===== config.mk =====
export PLATFORM = sky130hd
export DESIGN_NAME = gamepad_report_to_motion_command_core
export DESIGN_NICKNAME = d
export VERILOG_FILES = /design/src/design/grmc_pkg.sv /design/src/design/grmc_div.sv /design/src/design/grmc_axis.sv /design/src/design/gamepad_report_to_motion_command_core.sv
export SDC_FILE = /design/constraint.sdc
export NUM_CORES = 1
export LEC_CHECK = 0
export ABC_CLOCK_PERIOD_IN_PS = 6600
export BUFFER_PORTS_ARGS = -buffer_cell sky130_fd_sc_hd__buf_4
export CAP_MARGIN = 10
export CORE_UTILIZATION = 35
export CTS_BUF_LIST = sky130_fd_sc_hd__clkbuf_8
export DETAILED_ROUTE_END_ITERATION = 7
export SLEW_MARGIN = 20
export SYNTH_ARGS = -nofsm -noshare
export SYNTH_HDL_FRONTEND = slang
export SYNTH_SLANG_ARGS = --single-unit

===== constraint.sdc =====
create_clock -name clk_i -period 6.6 [get_ports clk_i]
set_clock_uncertainty 0.15 [all_clocks]
set_input_delay 1.32 -clock clk_i [delete_from_list [all_inputs] [get_ports clk_i]]
set_output_delay 1.32 -clock clk_i [all_outputs]
set_load 0.005 [all_outputs]

===== src/design/grmc_pkg.sv =====
// Package for the gamepad motion core: constants, codes, beat layouts, decode helpers.
package grmc_pkg;

  // Report geometry
  localparam int REPORT_LEN = 16;
  localparam int COUNT_CAP  = REPORT_LEN + 2;
  localparam int CNT_W      = $clog2(COUNT_CAP + 1);
  localparam int LINE_W     = REPORT_LEN * 8;

  // Byte offsets of the fields inside a report body
  localparam int OFS_LX    = 0;
  localparam int OFS_LY    = 2;
  localparam int OFS_RX    = 4;
  localparam int OFS_RY    = 6;
  localparam int OFS_TL    = 8;
  localparam int OFS_TR    = 10;
  localparam int OFS_HAT   = 12;
  localparam int OFS_MAIN  = 13;
  localparam int OFS_CTRL  = 14;
  localparam int OFS_EXTRA = 15;

  // Hat switch codes
  localparam logic [7:0] HAT_N  = 8'd1;
  localparam logic [7:0] HAT_NE = 8'd2;
  localparam logic [7:0] HAT_SE = 8'd4;
  localparam logic [7:0] HAT_SW = 8'd6;
  localparam logic [7:0] HAT_NW = 8'd8;

  // Axis arithmetic
  localparam int AXIS_W    = 16;
  localparam int CMD_W     = 17;
  localparam int Q_W       = 17;
  localparam int PROD_W    = Q_W + AXIS_W;
  localparam int DIV_STEPS = 16;
  localparam int DIV_CW    = $clog2(DIV_STEPS + 1);
  localparam logic [Q_W-1:0]    AXIS_MAX  = 17'h0FFFF;
  localparam logic [Q_W-1:0]    AXIS_FULL = 17'h10000;
  localparam logic [PROD_W:0]   ROUND_HALF = 34'h0_0000_8000;
  localparam logic [AXIS_W-1:0] DZ_MAX    = 16'd39322;

  // Register reset values
  localparam logic [15:0] DEAD_ZONE_RST = 16'd5243;
  localparam logic [15:0] GAIN_FWD_RST  = 16'd614;
  localparam logic [15:0] GAIN_LAT_RST  = 16'd410;
  localparam logic [15:0] GAIN_TURN_RST = 16'd3686;
  localparam logic [15:0] STICK_RST     = 16'd32767;

  // Register indexes
  localparam logic [1:0] REG_DEAD_ZONE = 2'd0;
  localparam logic [1:0] REG_GAIN_FWD  = 2'd1;
  localparam logic [1:0] REG_GAIN_LAT  = 2'd2;
  localparam logic [1:0] REG_GAIN_TURN = 2'd3;

  // Operation codes (tuser of the input beat)
  localparam logic [1:0] OP_BYTE = 2'd0;
  localparam logic [1:0] OP_LINK = 2'd1;
  localparam logic [1:0] OP_TICK = 2'd2;

  // Result kind (tuser of the output beat) and status
  localparam logic KIND_STATUS    = 1'b0;
  localparam logic KIND_MOTION    = 1'b1;
  localparam logic STATUS_OK      = 1'b0;
  localparam logic STATUS_BAD_LEN = 1'b1;

  // Axis selection
  localparam logic [1:0] AXIS_FWD  = 2'd0;
  localparam logic [1:0] AXIS_LAT  = 2'd1;
  localparam logic [1:0] AXIS_TURN = 2'd2;

  localparam int IN_TDATA_W  = 16;
  localparam int OUT_TDATA_W = 120;

  typedef enum logic [1:0] {
    S_IDLE,
    S_AXIS_GO,
    S_AXIS_WAIT,
    S_EMIT
  } top_state_e;

  typedef enum logic [1:0] {
    A_IDLE,
    A_DIV,
    A_ROUND
  } axis_state_e;

  typedef struct packed {
    logic              start;
    logic              negate;
    logic [AXIS_W-1:0] raw;
    logic [AXIS_W-1:0] gain;
    logic [AXIS_W-1:0] dz;
  } axis_req_t;

  typedef struct packed {
    logic             done;
    logic [CMD_W-1:0] cmd;
  } axis_rsp_t;

  typedef struct packed {
    logic           start;
    logic [Q_W-1:0] num;
    logic [Q_W-1:0] den;
  } div_req_t;

  typedef struct packed {
    logic           done;
    logic [Q_W-1:0] quo;
  } div_rsp_t;

  typedef struct packed {
    logic [6:0] pad;
    logic       link_up;
    logic [7:0] data_byte;
  } in_beat_t;

  typedef struct packed {
    logic [2:0]              pad;
    logic [15:0]             report_count;
    logic [15:0]             trigger_right;
    logic [15:0]             trigger_left;
    logic [3:0]              dpad_bits;
    logic [11:0]             button_bits;
    logic                    link_connected;
    logic signed [CMD_W-1:0] turn_rate;
    logic signed [CMD_W-1:0] lateral_velocity;
    logic signed [CMD_W-1:0] forward_velocity;
    logic                    status;
  } out_beat_t;

  // Hat code to up/right/down/left flags
  function automatic logic [3:0] hat_decode(input logic [7:0] h);
    logic [3:0] d;
    d[0] = (h == HAT_N) || (h == HAT_NE) || (h == HAT_NW);
    d[1] = (h >= HAT_NE) && (h <= HAT_SE);
    d[2] = (h >= HAT_SE) && (h <= HAT_SW);
    d[3] = (h >= HAT_SW) && (h <= HAT_NW);
    return d;
  endfunction

  // A, B, X, Y, LB, RB from the main button byte
  function automatic logic [5:0] main_buttons(input logic [7:0] m);
    return {m[7], m[6], m[4], m[3], m[1], m[0]};
  endfunction

  // Select, Start, Guide, LS, RS from the control byte
  function automatic logic [4:0] ctrl_buttons(input logic [7:0] c);
    return c[6:2];
  endfunction

endpackage


===== src/design/grmc_div.sv =====
// Radix-2 restoring divider: quo = floor(num * 2^16 / den) for num <= den.
module grmc_div (
  input  logic               clk_i,
  input  logic               rst_ni,
  input  grmc_pkg::div_req_t req_i,
  output grmc_pkg::div_rsp_t rsp_o
);

  logic [grmc_pkg::DIV_CW-1:0] cnt_q;
  logic                        done_q;
  logic [grmc_pkg::Q_W-1:0]    rem_q, den_q, quo_q;
  logic [grmc_pkg::Q_W:0]      rem2, rem2_sub;
  logic                        step_ge, first_ge;

  assign rem2     = {rem_q, 1'b0};
  assign rem2_sub = rem2 - {1'b0, den_q};
  assign step_ge  = rem2 >= {1'b0, den_q};
  assign first_ge = req_i.num >= req_i.den;

  always_ff @(posedge clk_i or negedge rst_ni) begin
    if (!rst_ni) begin
      cnt_q  <= '0;
      done_q <= 1'b0;
    end else if (req_i.start) begin
      cnt_q  <= grmc_pkg::DIV_CW'(grmc_pkg::DIV_STEPS);
      done_q <= 1'b0;
    end else if (cnt_q != '0) begin
      cnt_q  <= cnt_q - 1'b1;
      done_q <= (cnt_q == grmc_pkg::DIV_CW'(1));
    end else begin
      done_q <= 1'b0;
    end
  end

  // integer bit first, then one fraction bit per cycle
  always_ff @(posedge clk_i) begin
    if (req_i.start) begin
      den_q <= req_i.den;
      rem_q <= first_ge ? req_i.num - req_i.den : req_i.num;
      quo_q <= {{(grmc_pkg::Q_W-1){1'b0}}, first_ge};
    end else if (cnt_q != '0) begin
      rem_q <= step_ge ? rem2_sub[grmc_pkg::Q_W-1:0] : rem2[grmc_pkg::Q_W-1:0];
      quo_q <= {quo_q[grmc_pkg::Q_W-2:0], step_ge};
    end
  end

  assign rsp_o.done = done_q;
  assign rsp_o.quo  = quo_q;

endmodule


===== src/design/grmc_axis.sv =====
// Axis unit: normalize, rescaled deadzone through the shared divider, gain and rounding.
module grmc_axis (
  input  logic                clk_i,
  input  logic                rst_ni,
  input  grmc_pkg::axis_req_t req_i,
  output grmc_pkg::axis_rsp_t rsp_o
);

  grmc_pkg::axis_state_e state_q, state_d;
  grmc_pkg::div_req_t    div_req;
  grmc_pkg::div_rsp_t    div_rsp;

  logic [grmc_pkg::Q_W-1:0]    twice, mag_a, norm, dz_ext;
  logic                        pos, dead;
  logic                        neg_q, done_q;
  logic [grmc_pkg::AXIS_W-1:0] gain_q;
  logic [grmc_pkg::PROD_W-1:0] prod_q;
  logic [grmc_pkg::PROD_W:0]   rnd;
  logic [grmc_pkg::CMD_W-1:0]  mag, cmd_q;

  // |2v - 65535| scaled to Q1.16; only full travel maps past 65535
  assign twice  = {req_i.raw, 1'b0};
  assign pos    = req_i.raw[grmc_pkg::AXIS_W-1];
  assign mag_a  = pos ? twice - grmc_pkg::AXIS_MAX : grmc_pkg::AXIS_MAX - twice;
  assign norm   = (mag_a == grmc_pkg::AXIS_MAX) ? grmc_pkg::AXIS_FULL : mag_a;
  assign dz_ext = {1'b0, req_i.dz};
  assign dead   = norm <= dz_ext;

  assign rnd = {1'b0, prod_q} + grmc_pkg::ROUND_HALF;
  assign mag = rnd[grmc_pkg::CMD_W+15:16];

  grmc_div u_div (
    .clk_i (clk_i),
    .rst_ni(rst_ni),
    .req_i (div_req),
    .rsp_o (div_rsp)
  );

  always_comb begin
    state_d = state_q;
    unique case (state_q)
      grmc_pkg::A_IDLE: begin
        if (req_i.start && !dead) state_d = grmc_pkg::A_DIV;
      end
      grmc_pkg::A_DIV: begin
        if (div_rsp.done) state_d = grmc_pkg::A_ROUND;
      end
      grmc_pkg::A_ROUND: begin
        state_d = grmc_pkg::A_IDLE;
      end
      default: state_d = grmc_pkg::A_IDLE;
    endcase
  end

  always_comb begin
    div_req.start = (state_q == grmc_pkg::A_IDLE) && req_i.start && !dead;
    div_req.num   = norm - dz_ext;
    div_req.den   = grmc_pkg::AXIS_FULL - dz_ext;
  end

  always_ff @(posedge clk_i or negedge rst_ni) begin
    if (!rst_ni) begin
      state_q <= grmc_pkg::A_IDLE;
      done_q  <= 1'b0;
    end else begin
      state_q <= state_d;
      done_q  <= ((state_q == grmc_pkg::A_IDLE) && req_i.start && dead) ||
                 (state_q == grmc_pkg::A_ROUND);
    end
  end

  always_ff @(posedge clk_i) begin
    if ((state_q == grmc_pkg::A_IDLE) && req_i.start) begin
      neg_q  <= (pos == req_i.negate);
      gain_q <= req_i.gain;
      cmd_q  <= '0;
    end
    if ((state_q == grmc_pkg::A_DIV) && div_rsp.done) begin
      prod_q <= {{grmc_pkg::AXIS_W{1'b0}}, div_rsp.quo} *
                {{grmc_pkg::Q_W{1'b0}}, gain_q};
    end
    if (state_q == grmc_pkg::A_ROUND) begin
      cmd_q <= neg_q ? (~mag + 1'b1) : mag;
    end
  end

  assign rsp_o.done = done_q;
  assign rsp_o.cmd  = cmd_q;

endmodule


===== src/design/gamepad_report_to_motion_command_core.sv =====
// Top level of the gamepad report to motion command core.
//
//  channel  | dir | handshake               | payload
//  ---------+-----+-------------------------+---------------------------------------
//  s_axis   | in  | s_axis_tvalid/tready    | tuser op, tdata byte+link, tlast
//  m_axis   | out | m_axis_tvalid/tready    | tuser kind, tdata status/cmds/state
//  cfg      | in  | cfg_valid_i/cfg_ready_o | cfg_addr_i index, cfg_data_i value
//
// A final report byte is parsed at its accepting edge; the sequencer then enters the emit
// state, and its status beat is offered once the output register is free. A connected tick
// runs the three axes in turn through one axis unit, each by integer bit at load, 16 divider
// steps, product, rounding and handoff; an axis inside the deadzone skips the divider, and
// the motion beat is offered after the third axis. Reset (rst_ni low, async) centers sticks,
// clears link, counters, buttons, loads register defaults; the byte line is not cleared.
module gamepad_report_to_motion_command_core (
  input  logic                             clk_i,
  input  logic                             rst_ni,
  // input stream
  input  logic                             s_axis_tvalid,
  output logic                             s_axis_tready,
  input  logic [grmc_pkg::IN_TDATA_W-1:0]  s_axis_tdata,  // [7:0] data_byte, [8] link_up
  input  logic [1:0]                       s_axis_tuser,  // [1:0] operation
  input  logic                             s_axis_tlast,
  // result stream
  output logic                             m_axis_tvalid,
  input  logic                             m_axis_tready,
  // [0] status, [17:1] forward_velocity, [34:18] lateral_velocity,
  // [51:35] turn_rate, [52] link_connected, [64:53] button_bits,
  // [68:65] dpad_bits, [84:69] trigger_left, [100:85] trigger_right,
  // [116:101] report_count, [119:117] zero
  output logic [grmc_pkg::OUT_TDATA_W-1:0] m_axis_tdata,
  output logic                             m_axis_tuser,  // [0] result_kind
  // configuration writes
  input  logic                             cfg_valid_i,
  output logic                             cfg_ready_o,
  input  logic [1:0]                       cfg_addr_i,
  input  logic [15:0]                      cfg_data_i
);

  grmc_pkg::top_state_e state_q, state_d;
  grmc_pkg::in_beat_t   in_beat;
  grmc_pkg::out_beat_t  out_q, out_d;
  grmc_pkg::axis_req_t  axis_req;
  grmc_pkg::axis_rsp_t  axis_rsp;

  // Configuration registers
  logic [15:0] dead_zone_q, gain_fwd_q, gain_lat_q, gain_turn_q;
  logic [15:0] dz_use;

  // Report assembly: last REPORT_LEN bytes, oldest at the bottom
  logic [grmc_pkg::LINE_W-1:0] line_q, line_d;
  logic [grmc_pkg::CNT_W-1:0]  byte_count_q, len_new;
  logic                        rep_ok;

  // Held controller state
  logic        link_q;
  logic [15:0] lx_q, ly_q, rx_q, ry_q, trig_l_q, trig_r_q, reports_q;
  logic [11:0] buttons_q;
  logic [3:0]  dpad_q;

  // Pending result
  logic                               res_kind_q, res_status_q;
  logic [1:0]                         sel_q;
  logic [grmc_pkg::CMD_W-1:0]         fwd_q, lat_q, turn_q;
  logic                               m_valid_q, m_user_q;

  logic in_acc, load_out;
  logic [1:0] op;

  assign in_beat = grmc_pkg::in_beat_t'(s_axis_tdata);
  assign op      = s_axis_tuser;
  assign in_acc  = s_axis_tvalid && s_axis_tready;

  assign cfg_ready_o = 1'b1;
  assign dz_use      = (dead_zone_q > grmc_pkg::DZ_MAX) ? grmc_pkg::DZ_MAX : dead_zone_q;

  // Length bookkeeping: count saturates past an overlong report
  assign len_new = (byte_count_q < grmc_pkg::CNT_W'(grmc_pkg::COUNT_CAP)) ?
                   byte_count_q + 1'b1 : byte_count_q;
  assign rep_ok  = (len_new == grmc_pkg::CNT_W'(grmc_pkg::REPORT_LEN)) ||
                   (len_new == grmc_pkg::CNT_W'(grmc_pkg::REPORT_LEN + 1));
  // with a leading report ID, it has already dropped out of the bottom
  assign line_d  = {in_beat.data_byte, line_q[grmc_pkg::LINE_W-1:8]};

  grmc_axis u_axis (
    .clk_i (clk_i),
    .rst_ni(rst_ni),
    .req_i (axis_req),
    .rsp_o (axis_rsp)
  );

  // Next state
  always_comb begin
    state_d = state_q;
    unique case (state_q)
      grmc_pkg::S_IDLE: begin
        if (in_acc) begin
          case (op)
            grmc_pkg::OP_BYTE: if (s_axis_tlast) state_d = grmc_pkg::S_EMIT;
            grmc_pkg::OP_LINK: if (!in_beat.link_up) state_d = grmc_pkg::S_EMIT;
            grmc_pkg::OP_TICK: state_d = link_q ? grmc_pkg::S_AXIS_GO : grmc_pkg::S_EMIT;
            default:           state_d = grmc_pkg::S_IDLE;
          endcase
        end
      end
      grmc_pkg::S_AXIS_GO: begin
        state_d = grmc_pkg::S_AXIS_WAIT;
      end
      grmc_pkg::S_AXIS_WAIT: begin
        if (axis_rsp.done) begin
          state_d = (sel_q == grmc_pkg::AXIS_TURN) ? grmc_pkg::S_EMIT : grmc_pkg::S_AXIS_GO;
        end
      end
      grmc_pkg::S_EMIT: begin
        if (load_out) state_d = grmc_pkg::S_IDLE;
      end
      default: state_d = grmc_pkg::S_IDLE;
    endcase
  end

  // Sequencer outputs
  always_comb begin
    s_axis_tready  = (state_q == grmc_pkg::S_IDLE);
    load_out       = (state_q == grmc_pkg::S_EMIT) && (!m_valid_q || m_axis_tready);
    axis_req.start = (state_q == grmc_pkg::S_AXIS_GO);
    axis_req.dz    = dz_use;
    case (sel_q)
      grmc_pkg::AXIS_FWD: begin
        axis_req.raw    = ly_q;
        axis_req.gain   = gain_fwd_q;
        axis_req.negate = 1'b1;
      end
      grmc_pkg::AXIS_LAT: begin
        axis_req.raw    = lx_q;
        axis_req.gain   = gain_lat_q;
        axis_req.negate = 1'b0;
      end
      default: begin
        axis_req.raw    = rx_q;
        axis_req.gain   = gain_turn_q;
        axis_req.negate = 1'b0;
      end
    endcase
  end

  // Result beat contents
  always_comb begin
    out_d                  = '0;
    out_d.status           = res_status_q;
    out_d.forward_velocity = fwd_q;
    out_d.lateral_velocity = lat_q;
    out_d.turn_rate        = turn_q;
    out_d.link_connected   = link_q;
    out_d.button_bits      = buttons_q;
    out_d.dpad_bits        = dpad_q;
    out_d.trigger_left     = trig_l_q;
    out_d.trigger_right    = trig_r_q;
    out_d.report_count     = reports_q;
  end

  // Control and held state
  always_ff @(posedge clk_i or negedge rst_ni) begin
    if (!rst_ni) begin
      state_q      <= grmc_pkg::S_IDLE;
      dead_zone_q  <= grmc_pkg::DEAD_ZONE_RST;
      gain_fwd_q   <= grmc_pkg::GAIN_FWD_RST;
      gain_lat_q   <= grmc_pkg::GAIN_LAT_RST;
      gain_turn_q  <= grmc_pkg::GAIN_TURN_RST;
      byte_count_q <= '0;
      link_q       <= 1'b0;
      lx_q         <= grmc_pkg::STICK_RST;
      ly_q         <= grmc_pkg::STICK_RST;
      rx_q         <= grmc_pkg::STICK_RST;
      ry_q         <= grmc_pkg::STICK_RST;
      trig_l_q     <= '0;
      trig_r_q     <= '0;
      buttons_q    <= '0;
      dpad_q       <= '0;
      reports_q    <= '0;
      res_kind_q   <= grmc_pkg::KIND_STATUS;
      res_status_q <= grmc_pkg::STATUS_OK;
      sel_q        <= grmc_pkg::AXIS_FWD;
      m_valid_q    <= 1'b0;
    end else begin
      state_q <= state_d;

      if (cfg_valid_i && cfg_ready_o) begin
        unique case (cfg_addr_i)
          grmc_pkg::REG_DEAD_ZONE: dead_zone_q <= cfg_data_i;
          grmc_pkg::REG_GAIN_FWD:  gain_fwd_q  <= cfg_data_i;
          grmc_pkg::REG_GAIN_LAT:  gain_lat_q  <= cfg_data_i;
          grmc_pkg::REG_GAIN_TURN: gain_turn_q <= cfg_data_i;
          default: ;
        endcase
      end

      if (in_acc) begin
        res_status_q <= grmc_pkg::STATUS_OK;
        sel_q        <= grmc_pkg::AXIS_FWD;
        case (op)
          grmc_pkg::OP_BYTE: begin
            res_kind_q <= grmc_pkg::KIND_STATUS;
            if (!s_axis_tlast) begin
              byte_count_q <= len_new;
            end else begin
              byte_count_q <= '0;
              if (!rep_ok) begin
                res_status_q <= grmc_pkg::STATUS_BAD_LEN;
              end else begin
                // whole report body decoded at once from fixed taps
                lx_q      <= line_d[grmc_pkg::OFS_LX*8 +: 16];
                ly_q      <= line_d[grmc_pkg::OFS_LY*8 +: 16];
                rx_q      <= line_d[grmc_pkg::OFS_RX*8 +: 16];
                ry_q      <= line_d[grmc_pkg::OFS_RY*8 +: 16];
                trig_l_q  <= line_d[grmc_pkg::OFS_TL*8 +: 16];
                trig_r_q  <= line_d[grmc_pkg::OFS_TR*8 +: 16];
                dpad_q    <= grmc_pkg::hat_decode(line_d[grmc_pkg::OFS_HAT*8 +: 8]);
                buttons_q <= {line_d[grmc_pkg::OFS_EXTRA*8],
                              grmc_pkg::ctrl_buttons(line_d[grmc_pkg::OFS_CTRL*8 +: 8]),
                              grmc_pkg::main_buttons(line_d[grmc_pkg::OFS_MAIN*8 +: 8])};
                reports_q <= reports_q + 16'd1;
                link_q    <= 1'b1;
              end
            end
          end
          grmc_pkg::OP_LINK: begin
            res_kind_q <= grmc_pkg::KIND_MOTION;
            link_q     <= in_beat.link_up;
          end
          grmc_pkg::OP_TICK: begin
            res_kind_q <= grmc_pkg::KIND_MOTION;
          end
          default: ;
        endcase
      end

      if ((state_q == grmc_pkg::S_AXIS_WAIT) && axis_rsp.done) begin
        sel_q <= sel_q + 2'd1;
      end

      if (load_out) begin
        m_valid_q <= 1'b1;
      end else if (m_axis_tready) begin
        m_valid_q <= 1'b0;
      end
    end
  end

  // Payload: byte line, axis results, output beat
  always_ff @(posedge clk_i) begin
    if (in_acc && (op == grmc_pkg::OP_BYTE)) begin
      line_q <= line_d;
    end
    if (in_acc) begin
      fwd_q  <= '0;
      lat_q  <= '0;
      turn_q <= '0;
    end else if ((state_q == grmc_pkg::S_AXIS_WAIT) && axis_rsp.done) begin
      case (sel_q)
        grmc_pkg::AXIS_FWD: fwd_q  <= axis_rsp.cmd;
        grmc_pkg::AXIS_LAT: lat_q  <= axis_rsp.cmd;
        default:            turn_q <= axis_rsp.cmd;
      endcase
    end
    if (load_out) begin
      out_q    <= out_d;
      m_user_q <= res_kind_q;
    end
  end

  assign m_axis_tvalid = m_valid_q;
  assign m_axis_tdata  = out_q;
  assign m_axis_tuser  = m_user_q;

endmodule


==> impl_metrics.toml <==
[hold_path]
worstHoldPathType = "reg2reg"

[global_route]
grt_util_met3 = 0.04837
grt_first_pass_wirelength_mm = 123.3
grt_usage = 0.1582
grt_antenna_before_repair = 16
grt_util_met1 = 0.2023
grt_pass1_vias = 22746
grt_overflow_total = 0
busiest_layer = "met2"
grt_max_degree = 120
met2_usage = 0.2570

[route]
vias = 22220
routed_wirelength_mm = 77.15
drt_iter0_markers = 1246
firstDrtPassIters = 5
ant_nets = 0
drc = 0
wire_per_inst_um = 16.50
viasPerCell = 4.753

[setup_path]
end_kind = "flip-flop"
r2r_cells = 21
worstPathMaxFanout = 6
crit_type = "reg2reg"
worstSetupStartpoint = "u_axis.gain_q[11]"
r2r_slack_ps = 160
reg2reg_to = "u_axis.prod_q[32]"
endpoint = "u_axis.prod_q[32]"
reg2reg_from = "u_axis.gain_q[11]"
cp-start-kind = "flip-flop"
required_ps = 6970
cp.arrival_ps = 6820

[finish]
syn2layout_area_growth_pct = 19.10
layout-drive-gt1-share = 0.2520
layout_common_cells = "415 x nand2_1, 371 x buf_4, 351 x inv_1"
layout_commonest_cell = "nand2_1"
nNetsFinal = 3749
nFillCells = 9118
post-route-util = 0.4225

[synth]
netlist_instances = 2959
synth_area_leaders = "edfxtp_1 29%, fa_1 12%, dfrtp_1 9.5%"
synthArstFlopShare = 0.3356
yosys_warnings = 0
synth-edff-count = 325
syn_area_sq_um = 33800
yosys.area.top_type = "edfxtp_1"
postSynthAreaPerCell_sq_um = 11.42
yosysUniqueCellTypes = 84
synth-seq-area-share = 0.4775
synthFlopType = "edfxtp_1"
synth_top_area_frac = 0.2887
ys_seq_elements = 590

[floorplan]
rows = 113
die_area_sq_um = 97830
die-width_um = 312.8
fp.dieH_um = 312.8
start_util = 0.3547
io_pins = 166
coreArea_sq_um = 95290

[clock_tree]
clk_pin_slew_worst_paths_ps = 60
cts_sinks = 590
numCtsBuffers = 96
htree_levels = 3
hold_buffers = 0
cts.root.buffer_cell = "clkbuf_8"
tritoncts = "yes"
clockBufferDepth = 3
clk_latency_ps = 740

[timing]
tightest_slew_ps = 977.7
timing.fmax_mhz = 155.2
setup_viol = 0
max_slew_margin = 0.3462
hold_viol = 0
fin_crit_ps = 6443
slew_viol_final = 0
setup_slack_ps = 157.0
fin_crit_sh = 0.9762

[run_status]
status = "completed"

[place]
dpl_worst_slack_ps = -201.8
place_congestion = 0.8514
hpwl_mm = 56.76
io_buffers = 154

[run]
cap_violations = 0
==> cells in the mapped netlist, types with 51 or more instances <==
| cell type | number |
|---|---|
| edfxtp_1 | 325 |
| mux2_2 | 163 |
| clkbuf_1 | 95 |
| ha_1 | 169 |
| a21oi_1 | 155 |
| nor2_1 | 118 |
| dfrtp_1 | 128 |
| dfxtp_1 | 67 |
| o21ai_0 | 51 |
| dfstp_2 | 70 |
| nand2_1 | 421 |
| xnor2_1 | 89 |
| and2_1 | 115 |
| fa_1 | 210 |
| inv_1 | 325 |
==> worst max-delay path, cell delays in order, from the launching register on <==
cell and delay (ps):
edfxtp_1 530, clkbuf_2 230, nand2_1 90, fa_1 510, inv_1 50, fa_1 470
fa_1 550, inv_1 60, fa_1 510, fa_1 520, fa_1 540, inv_1 40
ha_1 320, nand4_1 180, nor2_1 70, a32o_2 300, o211ai_1 190, buf_4 160
a31o_2 190, a21oi_2 70, or2_2 320, a311oi_2 240
==> worst min path at each step <==
stage / startpoint / endpoint / slack [ps] / cells after the start
5_1_grt: line_q[69] / line_q[61] / 260 / 0
3_3_place_gp: line_q[69] / line_q[61] / 250 / 0
3_5_place_dp: line_q[114] / line_q[106] / 260 / 0
6_report: lat_q[0] / m_axis_tdata[18] / 250 / 0
2_1_floorplan: line_q[114] / line_q[106] / 250 / 0
4_1_cts: lat_q[0] / m_axis_tdata[18] / 250 / 0
==> what timing repair did <==
action                                  CTS  global route
pin swaps                                 4            33
hold endpoints to repair                  0             0
buffers inserted                          6            27
endpoints found under the setup margin   20            23
cloned                                    1             1
gates resized for setup                   8            75
==> cell families after synthesis <==
kind of cell / Yosys count / synth area share
AO/OA/AOI/OAI: 358 / 0.06625
XOR/XNOR: 133 / 0.03446
adder cells (fa/ha/maj): 379 / 0.1869
buffers and inverters: 456 / 0.05333
flip-flops: 590 / 0.4775
multiplexers: 190 / 0.06244
other: 2 / 0.0002222
AND/OR/NAND/NOR: 851 / 0.1188
==> layer usage <==
| metal | wire length (um) | vias to the layer above |
|---|---|---|
| met5 | 189 | - |
| met3 | 5067 | 158 |
| met1 | 33920 | 10905 |
| met2 | 36030 | 442 |
| met4 | 1938 | 28 |
| li1 | - | 10687 |
==> sequential cells by signal (all words and copies together), names as in the netlist, 17 cells and up <==
| name | count |
|---|---|
| fwd_q | 17 |
| lat_q | 17 |
| line_q | 120 |
| m_axis_tdata | 117 |
| turn_q | 17 |
| u_axis.cmd_q | 17 |
| u_axis.prod_q | 18 |
| u_axis.u_div.den_q | 17 |
| u_axis.u_div.quo_q | 17 |
| u_axis.u_div.rem_q | 17 |
==> per-stage QoR <==
stage               setup TNS (ps)  cell area (sq um)  hold slack [ps]  std cells
floorplan                        0              33820            250.3       2961
finish                           0              40260            253.3       4675
detailed placement           -2198              37770            255.2       4461
global placement             -2164              37770            252.2       4461
CTS                         -11.19              39780            254.0       4647
global route                -635.8              40260            257.1       4674
==> layout make-up <==
cell class,count,area [sq um],area share
Clock inverter,75,465.4,0.01156
Sequential cell,590,16150,0.4011
Clock buffer,104,1431,0.03555
Antenna cell,1,2.502,0.00006215
Tap cell,1265,1583,0.03931
Multi-Input combinational cell,1916,16180,0.4018
Timing Repair Buffer,398,3226,0.08011
Inverter,326,1229,0.03052
Power is left out: the tool's default activity adds up to more than one toggle a clock period on the data nets, which glitch-free logic cannot reach.
